File: src/rrgu_pkg.sv
// Package for the raster row to gray unpacker.
// Holds shared types, codes, limits and arithmetic helpers; depends on nothing.
package rrgu_pkg;

	localparam int MaxWidth  = 4096;
	localparam int MapLimit  = 768;
	localparam int QueueDepth = 2;

	localparam int WidthW = 13;   // row_width register
	localparam int MapW   = 10;   // map_bytes register
	localparam int ColW   = 12;   // column counter
	localparam int CfgW   = 13;   // widest register
	localparam int CfgIdxW = 2;

	typedef enum logic [1:0] {
		DEPTH_BIT  = 2'd0,
		DEPTH_BYTE = 2'd1,
		DEPTH_RGB  = 2'd2,
		DEPTH_NONE = 2'd3
	} depth_t;

	typedef enum logic [CfgIdxW-1:0] {
		REG_DEPTH = 2'd0,
		REG_WIDTH = 2'd1,
		REG_MAP   = 2'd2,
		REG_NONE  = 2'd3
	} reg_idx_t;

	// one queued word: a finished gray pixel or a packed 1-bit byte
	typedef struct packed {
		logic       restart;  // column restarts before first pixel
		logic       bitmap;   // value holds 8 one-bit pixels
		logic [7:0] value;
	} entry_t;

	// effective pixels per row
	function automatic logic [WidthW-1:0] row_len(input logic [1:0] depth,
		input logic [WidthW-1:0] width);
		logic [WidthW-1:0] w;
		begin
			w = width;
			if (w == '0) w = WidthW'(1);
			if (w > WidthW'(MaxWidth)) w = WidthW'(MaxWidth);
			if (depth == DEPTH_BIT) w = {w[WidthW-1:3], 3'b000};
			return w;
		end
	endfunction

	// x/10 for x < 1029 by reciprocal multiply
	function automatic logic [6:0] div10(input logic [9:0] x);
		logic [17:0] p;
		begin
			p = 18'(x) * 18'd205;
			return 7'(p >> 11);
		end
	endfunction

	// x/5 for x < 1024 by reciprocal multiply
	function automatic logic [7:0] div5(input logic [9:0] x);
		logic [17:0] p;
		begin
			p = 18'(x) * 18'd205;
			return 8'(p >> 10);
		end
	endfunction

endpackage

File: src/rrgu_front.sv
// Front end of the unpacker: takes body bytes, skips colormap bytes,
// collects RGB triplets and pushes pixel words into the queue. Uses rrgu_pkg.
module rrgu_front (
	input  logic                          clk,
	input  logic                          arst_n,
	input  logic [1:0]                    depth,
	input  logic [rrgu_pkg::WidthW-1:0]   width,
	input  logic [rrgu_pkg::MapW-1:0]     map_len,
	input  logic                          in_valid,
	output logic                          in_ready,
	input  logic [7:0]                    in_byte,
	input  logic                          in_first,
	input  logic                          q_full,
	output logic                          push,
	output rrgu_pkg::entry_t              push_entry
);

	logic [rrgu_pkg::MapW-1:0] skip_q;
	logic [1:0]                phase_q;
	logic [7:0]                red_q;
	logic [7:0]                green_q;
	logic                      restart_q;

	logic                      take;
	logic [rrgu_pkg::MapW-1:0] skip_now;
	logic [rrgu_pkg::MapW-1:0] map_eff;
	logic [1:0]                phase_now;
	logic [rrgu_pkg::WidthW-1:0] len;
	logic                      emit;
	logic                      is_bitmap;
	logic [7:0]                gray;

	assign in_ready = !q_full;
	assign take     = in_valid && in_ready;

	assign map_eff   = (map_len > rrgu_pkg::MapW'(rrgu_pkg::MapLimit)) ?
		rrgu_pkg::MapW'(rrgu_pkg::MapLimit) : map_len;
	assign skip_now  = in_first ? map_eff : skip_q;
	assign phase_now = in_first ? 2'd0 : phase_q;
	assign len       = rrgu_pkg::row_len(depth, width);

	// (3r)/10 + (3g)/5 + b/10
	always_comb begin
		logic [9:0] r3;
		logic [9:0] g3;
		r3 = {2'b00, red_q} + {1'b0, red_q, 1'b0};
		g3 = {2'b00, green_q} + {1'b0, green_q, 1'b0};
		gray = 8'(rrgu_pkg::div10(r3)) + rrgu_pkg::div5(g3)
			+ 8'(rrgu_pkg::div10({2'b00, in_byte}));
	end

	always_comb begin
		emit      = 1'b0;
		is_bitmap = 1'b0;
		if (skip_now == '0) begin
			case (depth)
				rrgu_pkg::DEPTH_BIT: begin
					emit      = (len != '0);
					is_bitmap = 1'b1;
				end
				rrgu_pkg::DEPTH_BYTE: emit = 1'b1;
				rrgu_pkg::DEPTH_RGB:  emit = (phase_now == 2'd2) || (phase_now == 2'd3);
				default:              emit = 1'b0;
			endcase
		end
	end

	assign push               = take && emit;
	assign push_entry.restart = restart_q || in_first;
	assign push_entry.bitmap  = is_bitmap;
	assign push_entry.value   = (depth == rrgu_pkg::DEPTH_RGB) ? gray : in_byte;

	always_ff @(posedge clk or negedge arst_n) begin
		if (!arst_n) begin
			skip_q    <= '0;
			phase_q   <= '0;
			red_q     <= '0;
			green_q   <= '0;
			restart_q <= 1'b0;
		end else if (take) begin
			restart_q <= push ? 1'b0 : (restart_q || in_first);
			if (skip_now != '0) begin
				skip_q  <= skip_now - rrgu_pkg::MapW'(1);
				phase_q <= phase_now;
			end else begin
				skip_q <= skip_now;
				if (depth == rrgu_pkg::DEPTH_RGB) begin
					case (phase_now)
						2'd0: begin
							red_q   <= in_byte;
							phase_q <= 2'd1;
						end
						2'd1: begin
							green_q <= in_byte;
							phase_q <= 2'd2;
						end
						default: phase_q <= 2'd0;
					endcase
				end else begin
					phase_q <= phase_now;
				end
			end
		end
	end

endmodule

File: src/rrgu_queue.sv
// Short queue of pixel words between front and back end.
// Register-based, two entries. Uses rrgu_pkg.
module rrgu_queue (
	input  logic             clk,
	input  logic             arst_n,
	input  logic             push,
	input  rrgu_pkg::entry_t push_entry,
	output logic             full,
	input  logic             pop,
	output logic             not_empty,
	output rrgu_pkg::entry_t head
);

	localparam int PtrW = $clog2(rrgu_pkg::QueueDepth);
	localparam int CntW = $clog2(rrgu_pkg::QueueDepth + 1);

	rrgu_pkg::entry_t mem_q [rrgu_pkg::QueueDepth];
	logic [PtrW-1:0]  wr_q;
	logic [PtrW-1:0]  rd_q;
	logic [CntW-1:0]  cnt_q;

	assign full      = (cnt_q == CntW'(rrgu_pkg::QueueDepth));
	assign not_empty = (cnt_q != '0);
	assign head      = mem_q[rd_q];

	always_ff @(posedge clk) begin
		if (push) mem_q[wr_q] <= push_entry;
	end

	always_ff @(posedge clk or negedge arst_n) begin
		if (!arst_n) begin
			wr_q  <= '0;
			rd_q  <= '0;
			cnt_q <= '0;
		end else begin
			if (push) wr_q <= (wr_q == PtrW'(rrgu_pkg::QueueDepth - 1)) ? '0 : wr_q + PtrW'(1);
			if (pop)  rd_q <= (rd_q == PtrW'(rrgu_pkg::QueueDepth - 1)) ? '0 : rd_q + PtrW'(1);
			case ({push, pop})
				2'b10:   cnt_q <= cnt_q + CntW'(1);
				2'b01:   cnt_q <= cnt_q - CntW'(1);
				default: cnt_q <= cnt_q;
			endcase
		end
	end

endmodule

File: src/rrgu_back.sv
// Back end of the unpacker: expands queued words into pixels, keeps the
// column counter and drives the output register. Uses rrgu_pkg.
module rrgu_back (
	input  logic                          clk,
	input  logic                          arst_n,
	input  logic [1:0]                    depth,
	input  logic [rrgu_pkg::WidthW-1:0]   width,
	input  logic                          q_valid,
	input  rrgu_pkg::entry_t              q_head,
	output logic                          pop,
	output logic                          out_valid,
	input  logic                          out_ready,
	output logic [7:0]                    out_gray,
	output logic [rrgu_pkg::ColW-1:0]     out_col,
	output logic                          out_row_end,
	output logic                          out_last
);

	logic [rrgu_pkg::ColW-1:0] col_q;
	logic [2:0]                bit_q;
	logic                      vld_q;
	logic [7:0]                gray_q;
	logic [rrgu_pkg::ColW-1:0] colo_q;
	logic                      end_q;
	logic                      last_q;

	logic                        load;
	logic [rrgu_pkg::WidthW-1:0] len;
	logic [rrgu_pkg::ColW-1:0]   c;
	logic                        row_end;
	logic                        word_last;
	logic [7:0]                  gray;

	assign load = q_valid && (!vld_q || out_ready);
	assign len  = rrgu_pkg::row_len(depth, width);

	always_comb begin
		c = (q_head.restart && bit_q == 3'd0) ? '0 : col_q;
		if ({1'b0, c} >= len) c = '0;
		row_end   = ({1'b0, c} == len - rrgu_pkg::WidthW'(1));
		word_last = !q_head.bitmap || (bit_q == 3'd7);
		if (q_head.bitmap)
			gray = q_head.value[3'd7 - bit_q] ? 8'h00 : 8'hFF;
		else
			gray = q_head.value;
	end

	assign pop = load && word_last;

	always_ff @(posedge clk or negedge arst_n) begin
		if (!arst_n) begin
			col_q <= '0;
			bit_q <= '0;
			vld_q <= 1'b0;
		end else begin
			if (load) begin
				col_q <= row_end ? '0 : c + rrgu_pkg::ColW'(1);
				bit_q <= word_last ? 3'd0 : bit_q + 3'd1;
				vld_q <= 1'b1;
			end else if (out_ready) begin
				vld_q <= 1'b0;
			end
		end
	end

	always_ff @(posedge clk) begin
		if (load) begin
			gray_q <= gray;
			colo_q <= c;
			end_q  <= row_end;
			last_q <= word_last;
		end
	end

	assign out_valid   = vld_q;
	assign out_gray    = gray_q;
	assign out_col     = colo_q;
	assign out_row_end = end_q;
	assign out_last    = last_q;

endmodule

File: src/raster_row_to_gray_unpacker.sv
// Top level of the raster row to gray unpacker.
// Holds the configuration registers and ties front end, queue and back end.
// Depends on rrgu_pkg, rrgu_front, rrgu_queue, rrgu_back.
//
// Usage:
//   s_* stream: one body byte per word; s_tuser marks the first body byte
//     of a slice, which reloads the colormap skip count and clears the
//     column and RGB phase.
//   m_* stream: one gray pixel per word; m_tlast marks the final pixel
//     produced by one input byte.
//   cfg port: write depth_mode (0), row_width (1), map_bytes (2) while idle.
// Path: each byte that yields pixels enters the queue, and its pixels are then
//   loaded from the queue head into the output register that drives m_tvalid.
// Throughput: 1-bit mode gives one pixel per cycle, stepping the back end's
//   bit index counter; 8-bit mode takes one byte per cycle, RGB one byte
//   per cycle (one pixel per 3); all while m_tready is high.
// Reset: depth 8-bit, width 256, no colormap skip, queue and output empty.
// Stall: with m_tready low the output word holds, the back end stops and
//   the two-entry queue fills; s_tready drops once it is full.
module raster_row_to_gray_unpacker (
	input  logic                           clk,
	input  logic                           arst_n,
	// config write port
	input  logic                           cfg_we,
	input  logic [rrgu_pkg::CfgIdxW-1:0]   cfg_index,
	input  logic [rrgu_pkg::CfgW-1:0]      cfg_data,
	// input bytes
	input  logic                           s_tvalid,
	output logic                           s_tready,
	input  logic [7:0]                     s_tdata,   // [7:0] data_byte
	input  logic                           s_tuser,   // [0] first_of_slice
	// output pixels
	output logic                           m_tvalid,
	input  logic                           m_tready,
	output logic [23:0]                    m_tdata,   // [7:0] gray_pixel,
	                                                  // [19:8] column,
	                                                  // [20] row_end, rest 0
	output logic                           m_tlast    // last
);

	logic [1:0]                  depth_q;
	logic [rrgu_pkg::WidthW-1:0] width_q;
	logic [rrgu_pkg::MapW-1:0]   map_q;

	// configuration registers; the user writes them only while idle, not enforced here
	always_ff @(posedge clk or negedge arst_n) begin
		if (!arst_n) begin
			depth_q <= rrgu_pkg::DEPTH_BYTE;
			width_q <= rrgu_pkg::WidthW'(256);
			map_q   <= '0;
		end else if (cfg_we) begin
			case (cfg_index)
				rrgu_pkg::REG_DEPTH: depth_q <= cfg_data[1:0];
				rrgu_pkg::REG_WIDTH: width_q <= cfg_data[rrgu_pkg::WidthW-1:0];
				rrgu_pkg::REG_MAP:   map_q   <= cfg_data[rrgu_pkg::MapW-1:0];
				default: ;
			endcase
		end
	end

	logic             push;
	rrgu_pkg::entry_t push_entry;
	logic             q_full;
	logic             pop;
	logic             q_valid;
	rrgu_pkg::entry_t q_head;

	logic [7:0]                gray;
	logic [rrgu_pkg::ColW-1:0] col;
	logic                      row_end;

	rrgu_front u_front (
		.clk        (clk),
		.arst_n     (arst_n),
		.depth      (depth_q),
		.width      (width_q),
		.map_len    (map_q),
		.in_valid   (s_tvalid),
		.in_ready   (s_tready),
		.in_byte    (s_tdata),
		.in_first   (s_tuser),
		.q_full     (q_full),
		.push       (push),
		.push_entry (push_entry)
	);

	rrgu_queue u_queue (
		.clk        (clk),
		.arst_n     (arst_n),
		.push       (push),
		.push_entry (push_entry),
		.full       (q_full),
		.pop        (pop),
		.not_empty  (q_valid),
		.head       (q_head)
	);

	rrgu_back u_back (
		.clk         (clk),
		.arst_n      (arst_n),
		.depth       (depth_q),
		.width       (width_q),
		.q_valid     (q_valid),
		.q_head      (q_head),
		.pop         (pop),
		.out_valid   (m_tvalid),
		.out_ready   (m_tready),
		.out_gray    (gray),
		.out_col     (col),
		.out_row_end (row_end),
		.out_last    (m_tlast)
	);

	assign m_tdata = {3'b000, row_end, col, gray};

endmodule

File: config.mk
export PLATFORM = sky130hd
export DESIGN_NAME = raster_row_to_gray_unpacker
export DESIGN_NICKNAME = d
export VERILOG_FILES = /design/src/rrgu_pkg.sv /design/src/rrgu_front.sv /design/src/rrgu_queue.sv /design/src/rrgu_back.sv /design/src/raster_row_to_gray_unpacker.sv
export SDC_FILE = /design/constraint.sdc
export NUM_CORES = 1
export LEC_CHECK = 0
export ABC_AREA = 1
export BUFFER_PORTS_ARGS = -buffer_cell sky130_fd_sc_hd__clkbuf_2
export CORE_MARGIN = 2
export CORE_UTILIZATION = 45
export CTS_BUF_LIST = sky130_fd_sc_hd__clkbuf_8
export DETAILED_ROUTE_END_ITERATION = 16
export HOLD_SLACK_MARGIN = 0.1
export PLACE_DENSITY = 0.58
export SETUP_SLACK_MARGIN = 0.2
export SYNTH_ARGS = -nofsm -noshare
export SYNTH_HDL_FRONTEND = slang
export SYNTH_HIERARCHICAL = 1
export SYNTH_SLANG_ARGS = --single-unit
File: constraint.sdc
create_clock -name clk -period 7.95 [get_ports clk]
set_input_delay 0.3975 -clock clk [delete_from_list [all_inputs] [get_ports clk]]
set_output_delay 0.3975 -clock clk [all_outputs]
set_load 0.005 [all_outputs]
# Yosys cells after proc, flatten, opt, wreduce, memory -nomap -nowiden
# Memories as Yosys holds them, arrays and structs flattened.
# Index checks and enable logic that the tools add are counted.
[word_totals] register_bits=96 ram_bits=20 input_bits=29 out_inout_bits=27 elab_cells=111 n_memories=1
[mem_list] name="u_queue.mem_q" depth=2 width=10 read_ports=1 rd_ports_with_merged_regs=0 wr=1 line_no="rrgu_queue.sv:17" text="rrgu_pkg::entry_t mem_q [rrgu_pkg::QueueDepth];"
[op_classes] n_addsub=13 multipliers=3 magnitude_cmp=4 n_eq_ne=12 n_mux=31 bitwise_logic=1 n_reduce_logical=28
[op_table] cell="multiplier 10 x 8 -> 18 bit (second input constant)" count=2
[op_table] cell="two-way mux 12 bit" count=3
[op_table] cell="two-way mux 10 bit" count=3
[op_table] cell="two-way mux 13 bit" count=2
[op_table] cell="two-way mux 8 bit" count=3
[op_table] cell="adder 8 x 9 -> 10 bit" count=2
[op_table] cell="multiplier 8 x 8 -> 16 bit (second input constant)" count=1
[op_table] cell="== test 12 x 13 -> 1 bit" count=1
[op_table] cell=">= comparator 12 x 13 -> 1 bit" count=1
[op_table] cell="> comparator 13 bit (second input constant)" count=1
[op_table] cell="zero test 13 bit" count=1
[op_table] cell="nonzero test 13 bit" count=1
[op_table] cell="subtractor 13 x 1 -> 13 bit (second input constant)" count=1
[op_table] cell="adder 12 x 1 -> 12 bit (second input constant)" count=1
[op_table] cell="== test 2 bit (second input constant)" count=6
[op_table] cell="two-way mux 1 bit" count=11
[op_table] cell="> comparator 10 bit (second input constant)" count=1
[op_table] cell="zero test 10 bit" count=1
[op_table] cell="nonzero test 10 bit" count=1
[op_table] cell="subtractor 10 x 1 -> 10 bit (second input constant)" count=1
[op_table] cell="adder 7 x 8 -> 8 bit" count=1
[op_table] cell="adder 8 x 5 -> 8 bit" count=1
[op_table] cell="== test 2 x 1 -> 1 bit (second input constant)" count=4
[op_table] cell="one-hot mux 2 bit (2 select lines)" count=2
[op_table] cell="20 further kinds" count=40

# Depth between registers and ports, before layout
# Gate-level depths: netlist (run 1).
[logic_depth] depth_word=11 mapped_depth=37 ltp_nobuf=37

# Hierarchy
# The synthesis (run 1) kept the hierarchy.
[by_module_without_submodules] module="rrgu_front" instances=1 cells_per_inst=952 area_each_um2=7111.8 seq_area_each_um2=725.7
[by_module_without_submodules] module="rrgu_back" instances=1 cells_per_inst=424 area_each_um2=3075.4 seq_area_each_um2=1061.0
[by_module_without_submodules] module="raster_row_to_gray_unpacker" instances=1 cells_per_inst=120 area_each_um2=1102.3 seq_area_each_um2=628.1
[by_module_without_submodules] module="rrgu_queue" instances=1 cells_per_inst=76 area_each_um2=991.0 seq_area_each_um2=700.7

# Worst setup path after synthesis (run 1)
# Ideal clock, no wire load.
[synth_path] path_type="reg2reg" startpoint="register u_front.red_q[0]" endpoint="memory u_queue/mem_q[0][7] (netlist bit) (data pin)" setup_ns=0.257 arrival_ns=6.521 t_required_ns=7.693 slack_ns=1.173 path_stages_with_launch=34 n_path_buf=0 period_less_slack_ns=6.777 path_cell_list="dfrtp_1 -> ha_1 -> inv_1 -> fa_1 -> o21ai_0 -> a21oi_1 -> o21bai_1 -> xor2_1 -> inv_1 -> ha_1 -> fa_1 -> inv_1 -> fa_1 -> fa_1 -> inv_1 -> ha_1 -> a21oi_1 -> o21ai_0 -> a21oi_1 -> o21ai_0 -> xor2_1 -> fa_1 -> inv_1 -> ha_1 -> nand3_1 -> nand2_1 -> nand2_1 -> nand2_1 -> a21oi_1 -> or2_2 -> nand2_1 -> nand3_1 -> nand3_1 -> nand2_1"
[synth_lines] element="from (decl)" line_no="rrgu_front.sv:20" text="logic [7:0] red_q;"
[synth_lines] element="from (signal assigned)" line_no="rrgu_front.sv:90" text="red_q <= in_byte;"
[synth_lines] element="to (decl)" line_no="rrgu_queue.sv:17"

==> reports/metrics.csv, run 1 <==
stage,metric,value,unit
floorplan,Placement Rows,60,
synthesis,cell taking the most area after synthesis,ha_1,
cells_and_area,Final Cell Area,13200,sq um
power_and_ir_drop,Peak supply drop,0.117,mV
placement,post-detail-place hpwl,21.8,mm
status,status,completed,
detailed_routing,vias post-DR,9765,
cells_and_area,Layout area overhead,7.75,%
synthesis,syn_area_per_cell,7.81,sq um
critical_path,CP startpoint,u_front/red_q[0]$_DFFE_PN0P_,
power_and_ir_drop,Internal,1.88,mW
critical_path,Reg-to-Reg Start,u_front/red_q[0]$_DFFE_PN0P_,
synthesis,Synth area leaders,"ha_1, dfrtp_1, nand2_1, edfxtp_1, inv_1",
sta,relative slew slack,0.227,
synthesis,Yosys reg bits,116,
synthesis,Async SR Flop Fraction,0.638,
critical_path,"delay-heaviest family, CP",adder cells,
sta,Clock Skew,0.0248,ns
synthesis,Main synth FF type,dfrtp_1,
critical_path,Worst EP required,8.13,ns
sta,worst slew pin tran,1.15,ns
clocking,clk_lat worst skew,0.45,ns
floorplan,Die X,169,um
flow_run,maxcap violations,0,
floorplan,Die Y,169,um
critical_path,Crit Path Max Fanout,6,
sta,Tmin final,7.22,ns
detailed_routing,DR WL/cell,13.8,um
synthesis,Post-Synthesis Cells,1572,
floorplan,core area,26900,sq um
grt,first-pass GRT wire length,47.0,mm
clocking,TritonCTS buffer count,17,
clocking,Longest Clk Path Bufs,2,
critical_path,Crit path largest cell delay,0.55,ns
cells_and_area,n_diodes,0,
placement,dpl ws,0.586,ns
placement,Post-DP Area,12800,sq um
grt,largest net degree at the start of global routing,55,
floorplan,Starting Density,0.457,
detailed_routing,iteration count of the initial detailed-routing pass,5,
floorplan,I/O pin count,56,
detailed_routing,Initial DRC Count,609,
power_and_ir_drop,Seq pwr share,0.255,
critical_path,worst reg-to-reg path cell count,33,
power_and_ir_drop,sw power,1.66,mW
sta,final setup TNS,0,ns
power_and_ir_drop,combinational group share of total power,0.572,
critical_path,reg2reg setup slack,0.73,ns
synthesis,warnings from Yosys,6,
critical_path,CP Depth,33,
sta,Max Freq,0.139,GHz
sta,fin. max-slew vios,0,
critical_path,startpoint class of the critical path,flop,
power_and_ir_drop,power density cells,267,nW/um^2
critical_path,Worst Setup End Kind,flop,
cells_and_area,Fill cells,2673,
placement,GP Congestion,0.863,
grt,initial antenna violation count,0,
grt,vias in the first global route,9579,
sta,Final Cycle Share,0.908,
sta,RSZ-0062 raised after global routing,no,
power_and_ir_drop,total power of the final layout,3.54,mW
synthesis,synth unique cells,51,
critical_path,worst reg2reg endpoint,u_queue/mem_q[0][7]$_DFFE_PP_,
hold_path,min-delay worst type,input port to flop,
synthesis,number of enable flip-flop cells after synthesis,42,
detailed_routing,remaining antenna violation count,0,
power_and_ir_drop,Clk pwr share,0.173,
clocking,CTS root buffer,clkbuf_8,
hold_path,worst hold start,cfg_data[8],
critical_path,WP data arrival,7.40,ns
grt,GR Util All Layers,0.201,
sta,worst setup margin,0.735,ns
clocking,"CTS clk-pin slew, worst paths",0.07,ns
detailed_routing,Remaining DRCs,0,
clocking,H-Tree Depth,4,
critical_path,slowest CP cell,fa_1,
synthesis,Post-Syn Area,12300,sq um
detailed_routing,total length of routed wires,27.3,mm
cells_and_area,fin nets,1883,
power_and_ir_drop,sw frac,0.469,
synthesis,top cell type's share of synthesized area,0.184,
sta,Fin. Hold Viols,0,
clocking,clk sinks,116,
synthesis,"Seq/Total Area, Yosys",0.254,
grt,grt ovf,0,
critical_path,worst path bufs/invs,5,
cells_and_area,share of layout cells above drive strength 1,0.102,
critical_path,Worst setup endpoint,u_queue/mem_q[0][7]$_DFFE_PP_,
cells_and_area,Register Area,3120,sq um
clocking,CTS tree,done,
critical_path,critical path type,flop to flop,
floorplan,die footprint,28600,sq um
placement,number of port buffers,52,
cells_and_area,Multi-input gate area,7760,sq um
detailed_routing,Vias/cell,4.95,
power_and_ir_drop,Pleak,7.53,nW
sta,final setup violation count,0,
[power by group through the flow]
stage / combinational, mW / sequential [mW] / clock (mW)
2_1_floorplan: 1.58 / 0.884 / 0
3_3_place_gp: 2.00 / 0.911 / 0
3_5_place_dp: 2.03 / 0.914 / 0
4_1_cts: 2.04 / 0.902 / 0.631
5_1_grt: 2.39 / 0.921 / 0.655
6_report: 2.02 / 0.901 / 0.611
[worst min path at each step]
stage / end / slack, ns / cells past startpoint
6_report: width_q[8]$_DFFE_PN1P_ / 0.20 / 3
5_1_grt: width_q[8]$_DFFE_PN1P_ / 0.18 / 3
4_1_cts: width_q[8]$_DFFE_PN1P_ / 0.17 / 3
3_5_place_dp: u_back/col_q[6]$_DFFE_PN0P_ / 0.32 / 1
3_3_place_gp: u_back/col_q[7]$_DFFE_PN0P_ / 0.32 / 1
2_1_floorplan: depth_q[1]$_DFFE_PN0P_ / 0.10 / 0
[cells in the mapped netlist (7+ instances only)]
cell,n
nand2_1,394
inv_1,299
ha_1,181
nor2_1,87
dfrtp_1,72
nand3_1,70
nand4_1,65
a21oi_1,57
fa_1,53
o21ai_0,44
edfxtp_1,42
xor2_1,33
xnor2_1,21
nand3_2,17
o21ai_2,13
inv_2,12
buf_4,11
nor3_1,8
clkbuf_1,7
nor2_2,7
[area by class of cell]
| type | count | area share |
|---|---|---|
| Sequential cell | 116 | 0.236 |
| Multi-Input combinational cell | 1112 | 0.587 |
| Timing Repair Buffer | 57 | 0.0229 |
| Inverter | 316 | 0.0904 |
| Clock inverter | 12 | 0.0113 |
| Tap cell | 341 | 0.0322 |
| Clock buffer | 20 | 0.0208 |
[metrics by stage]
stage,std cells,hold WS (ns),util
after floorplan,1574,0.102,-
after global placement,1940,0.321,0.475
after detailed placement,1940,0.324,0.475
after CTS,1973,0.166,0.492
after global routing,1974,0.182,0.492
final,1974,0.198,0.492
[logic make-up (layout without fill, tap and decap cells)]
family | Yosys count | in the layout | synth area share
fa+ha+maj | 234 | 234 | 0.271
flops | 116 | 116 | 0.254
simple gates | 683 | 683 | 0.256
other cells | 1 | 3 | 0.000305
compound gates | 138 | 138 | 0.0650
xor+xnor | 54 | 54 | 0.0385
buf+inv | 346 | 405 | 0.115
[cell usage in the layout (no fill, tap or decap), types with 6 or more instances in the layout]
| cell | count |
|---|---|
| o21ai_0 | 43 |
| nor2_2 | 7 |
| xnor2_1 | 21 |
| o21bai_1 | 6 |
| inv_2 | 12 |
| ha_1 | 181 |
| nand2_1 | 394 |
| nand3_2 | 17 |
| nor3_1 | 8 |
| fa_1 | 53 |
| a21oi_1 | 57 |
| xor2_1 | 33 |
| nand3_1 | 70 |
| nand2_2 | 6 |
| nand4_1 | 65 |
| o21ai_2 | 14 |
| clkbuf_8 | 20 |
| dfrtp_1 | 70 |
| inv_1 | 301 |
| clkbuf_2 | 51 |
| edfxtp_1 | 42 |
| nor2_1 | 87 |
[flip-flops by register name (all words and copies together), names as in the netlist]
register	count
u_back/out_valid	1
u_queue/mem_q	20
u_back/bit_q	3
u_queue/rd_q	1
width_q	13
u_front/red_q	8
u_back/out_gray	8
u_front/green_q	8
u_back/col_q	12
depth_q	2
u_back/out_row_end	1
u_front/restart_q	1
u_queue/cnt_q	2
map_q	10
u_front/phase_q	2
u_back/out_col	12
u_front/skip_q	10
u_back/out_last	1
u_queue/wr_q	1
[per-layer routing]
metal  GRT usage  routed length, um  part of all wire
met1       0.287              14100              0.52
met2       0.330              12200              0.45
met3      0.0208                655             0.024
met4      0.0461                320             0.012
met5           0                  0                 0
[what timing repair did]
item,in CTS,in global routing
resized for setup,0,5
hold buffers,1,0
endpoints found under the hold margin,20,0
buffers inserted,0,1
setup endpoints to repair,0,2
[worst register-to-register path, delay by kind of cell, from the launching register on]
kind / cells / cell delay, ns
adders and majority gates: 9 / 3.67
AOI/OAI and AO/OA: 8 / 1.26
and+or+nand+nor: 9 / 0.87
xor gates and xnor gates: 2 / 0.46
DFF: 1 / 0.44
buffers and inverters: 5 / 0.26
No activity file was read; power rests on OpenSTA's default activity.
==> run 2, diff against run 1 <==
--- a/config.mk
+++ b/config.mk
@@ -8,11 +8,11 @@
 export ABC_AREA = 1
 export BUFFER_PORTS_ARGS = -buffer_cell sky130_fd_sc_hd__clkbuf_2
 export CORE_MARGIN = 2
-export CORE_UTILIZATION = 45
+export CORE_UTILIZATION = 30
 export CTS_BUF_LIST = sky130_fd_sc_hd__clkbuf_8
 export DETAILED_ROUTE_END_ITERATION = 16
 export HOLD_SLACK_MARGIN = 0.1
-export PLACE_DENSITY = 0.58
+export PLACE_DENSITY = 0.42
 export SETUP_SLACK_MARGIN = 0.2
 export SYNTH_ARGS = -nofsm -noshare
 export SYNTH_HDL_FRONTEND = slang
==> reports/metrics.csv, run 2 (same netlist as run 1, synthesis figures left out) <==
stage,metric,value,unit
clocking,clk sinks,116,
critical_path,worst reg-to-reg path cell count,33,
critical_path,critical path type,flop to flop,
hold_path,hold depth,3,
grt,largest net degree at the start of global routing,54,
detailed_routing,DR WL/cell,13.9,um
critical_path,Worst EP required,8.18,ns
critical_path,Crit Path Max Fanout,6,
grt,most used routing layer in global routing,met2,
detailed_routing,Remaining DRCs,0,
sta,RSZ-0062 raised after global routing,no,
power_and_ir_drop,Peak supply drop,0.0975,mV
grt,M3 GR Usage,0.0203,
cells_and_area,Largest register FFs,20,
floorplan,Die X,206,um
grt,met1 Use GR,0.211,
placement,number of port buffers,52,
clocking,TritonCTS buffer count,17,
critical_path,Worst Setup End Kind,flop,
sta,final setup violation count,0,
power_and_ir_drop,power density cells,269,nW/um^2
cells_and_area,final cell utilization of the core,0.331,
cells_and_area,"commonest non-fill, non-tap cell in the layout",nand2_1,
hold_path,min-delay worst type,input port to flop,
flow_run,maxcap violations,0,
sta,Final Cycle Share,0.904,
floorplan,I/O pin count,56,
cells_and_area,fin nets,1883,
detailed_routing,total length of routed wires,30.1,mm
grt,met2 Use GR,0.245,
placement,post-detail-place hpwl,24.4,mm
critical_path,startpoint class of the critical path,flop,
clocking,H-Tree Depth,4,
clocking,postcts setup bufs,0,
critical_path,Crit path largest cell delay,0.55,ns
floorplan,core area,40600,sq um
floorplan,Placement Rows,74,
sta,Tmin final,7.19,ns
clocking,CTS tree,done,
sta,final setup TNS,0,ns
cells_and_area,Layout area overhead,9.71,%
grt,grt ovf,0,
floorplan,Die Y,206,um
critical_path,slowest CP cell,fa_1,
sta,Fin. Hold Viols,0,
floorplan,Starting Density,0.302,
clocking,"CTS clk-pin slew, worst paths",0.09,ns
clocking,CTS root buffer,clkbuf_8,
status,status,completed,
sta,worst slew pin tran,0.943,ns
grt,initial antenna violation count,0,
sta,Max Freq,0.139,GHz
detailed_routing,vias post-DR,9736,
sta,relative slew slack,0.369,
clocking,clk_lat worst skew,0.47,ns
grt,first-pass GRT wire length,50.6,mm
cells_and_area,Biggest register,u_queue/mem_q,
critical_path,WP data arrival,7.42,ns
power_and_ir_drop,Pleak,7.52,nW
detailed_routing,iteration count of the initial detailed-routing pass,5,
cells_and_area,n_diodes,0,
grt,vias in the first global route,9747,
placement,GP Congestion,0.841,
grt,GR Util All Layers,0.151,
detailed_routing,Vias/cell,4.50,
clocking,Longest Clk Path Bufs,2,
detailed_routing,remaining antenna violation count,0,
floorplan,die footprint,42600,sq um
detailed_routing,Initial DRC Count,365,
cells_and_area,share of layout cells above drive strength 1,0.101,
cells_and_area,most frequent cells in the layout,"nand2_1, inv_1, ha_1, nor2_1, dfrtp_1",
sta,Clock Skew,0.0166,ns
sta,fin. max-slew vios,0,
cells_and_area,Largest regs,"u_queue/mem_q (20), width_q (13)",
run 2: changes by cell type in the layout (fill, tap and decap cells not counted), sizes merged:
cell	previous run	this run
clkbuf	71	69
clkinv	3	5
run 2: worst paths after layout:
check,slack [ns],to,from
setup / recovery,0.76,u_queue/mem_q[0][7]$_DFFE_PP_,u_front/red_q[0]$_DFFE_PN0P_
hold / removal,0.16,width_q[12]$_DFFE_PN0P_,cfg_data[12]
setup reg to reg,0.76,u_queue/mem_q[0][7]$_DFFE_PP_,u_front/red_q[0]$_DFFE_PN0P_
hold reg to reg,0.48,u_queue/cnt_q[1]$_DFFE_PN0P_,u_queue/cnt_q[1]$_DFFE_PN0P_
max in group asynchronous,6.49,u_front/skip_q[3]$_DFFE_PN0P_,arst_n
min in group asynchronous,0.39,u_back/col_q[7]$_DFFE_PN0P_,arst_n
run 2: layout make-up:
class	count	area (sq um)
Clock buffer	18	248
Inverter	316	1200
Sequential cell	116	3120
Clock inverter	14	190
Multi-Input combinational cell	1112	7750
Fill cell	4340	27200
Timing Repair Buffer	57	303
Tap cell	532	666
run 2: layer usage:
metal	wire [um]	part of all wire
met1	15600	0.52
met2	13500	0.45
met3	676	0.022
met4	408	0.014
met5	0	0
run 2: worst max-delay path, delay by kind of cell, from the launching register on:
| family | cells | cell delay (ns) |
|---|---|---|
| AOI/OAI and AO/OA | 8 | 1.22 |
| adders and majority gates | 9 | 3.68 |
| buffers and inverters | 5 | 0.27 |
| xor gates and xnor gates | 2 | 0.48 |
| DFF | 1 | 0.46 |
| and+or+nand+nor | 9 | 0.83 |
run 2: power breakdown:
group | leakage (nW) | switching (mW) | internal [mW]
Clock | 0.219 | 0.304 | 0.329
Sequential | 1.36 | 0.106 | 0.798
Combinational | 5.94 | 1.33 | 0.753
Total | 7.52 | 1.74 | 1.88
run 2: stage by stage:
step	hold WS (ns)	instance area [sq um]	power, mW	setup WS (ns)	std cells
floorplan	0.102	12300	2.47	1.17	1574
global placement	0.344	13000	3.02	0.727	2132
detailed placement	0.342	13000	3.02	0.641	2132
CTS	0.127	13500	3.69	0.620	2165
global route	0.149	13500	4.07	0.209	2165
finish	0.163	13500	3.62	0.765	2165
run 2: what timing repair did:
| item | 4_1_cts | 5_1_grt |
|---|---|---|
| setup endpoints to repair | 0 | 4 |
| hold buffers | 1 | 0 |
| gates resized for setup | 0 | 1 |
| hold endpoints to repair | 21 | 0 |
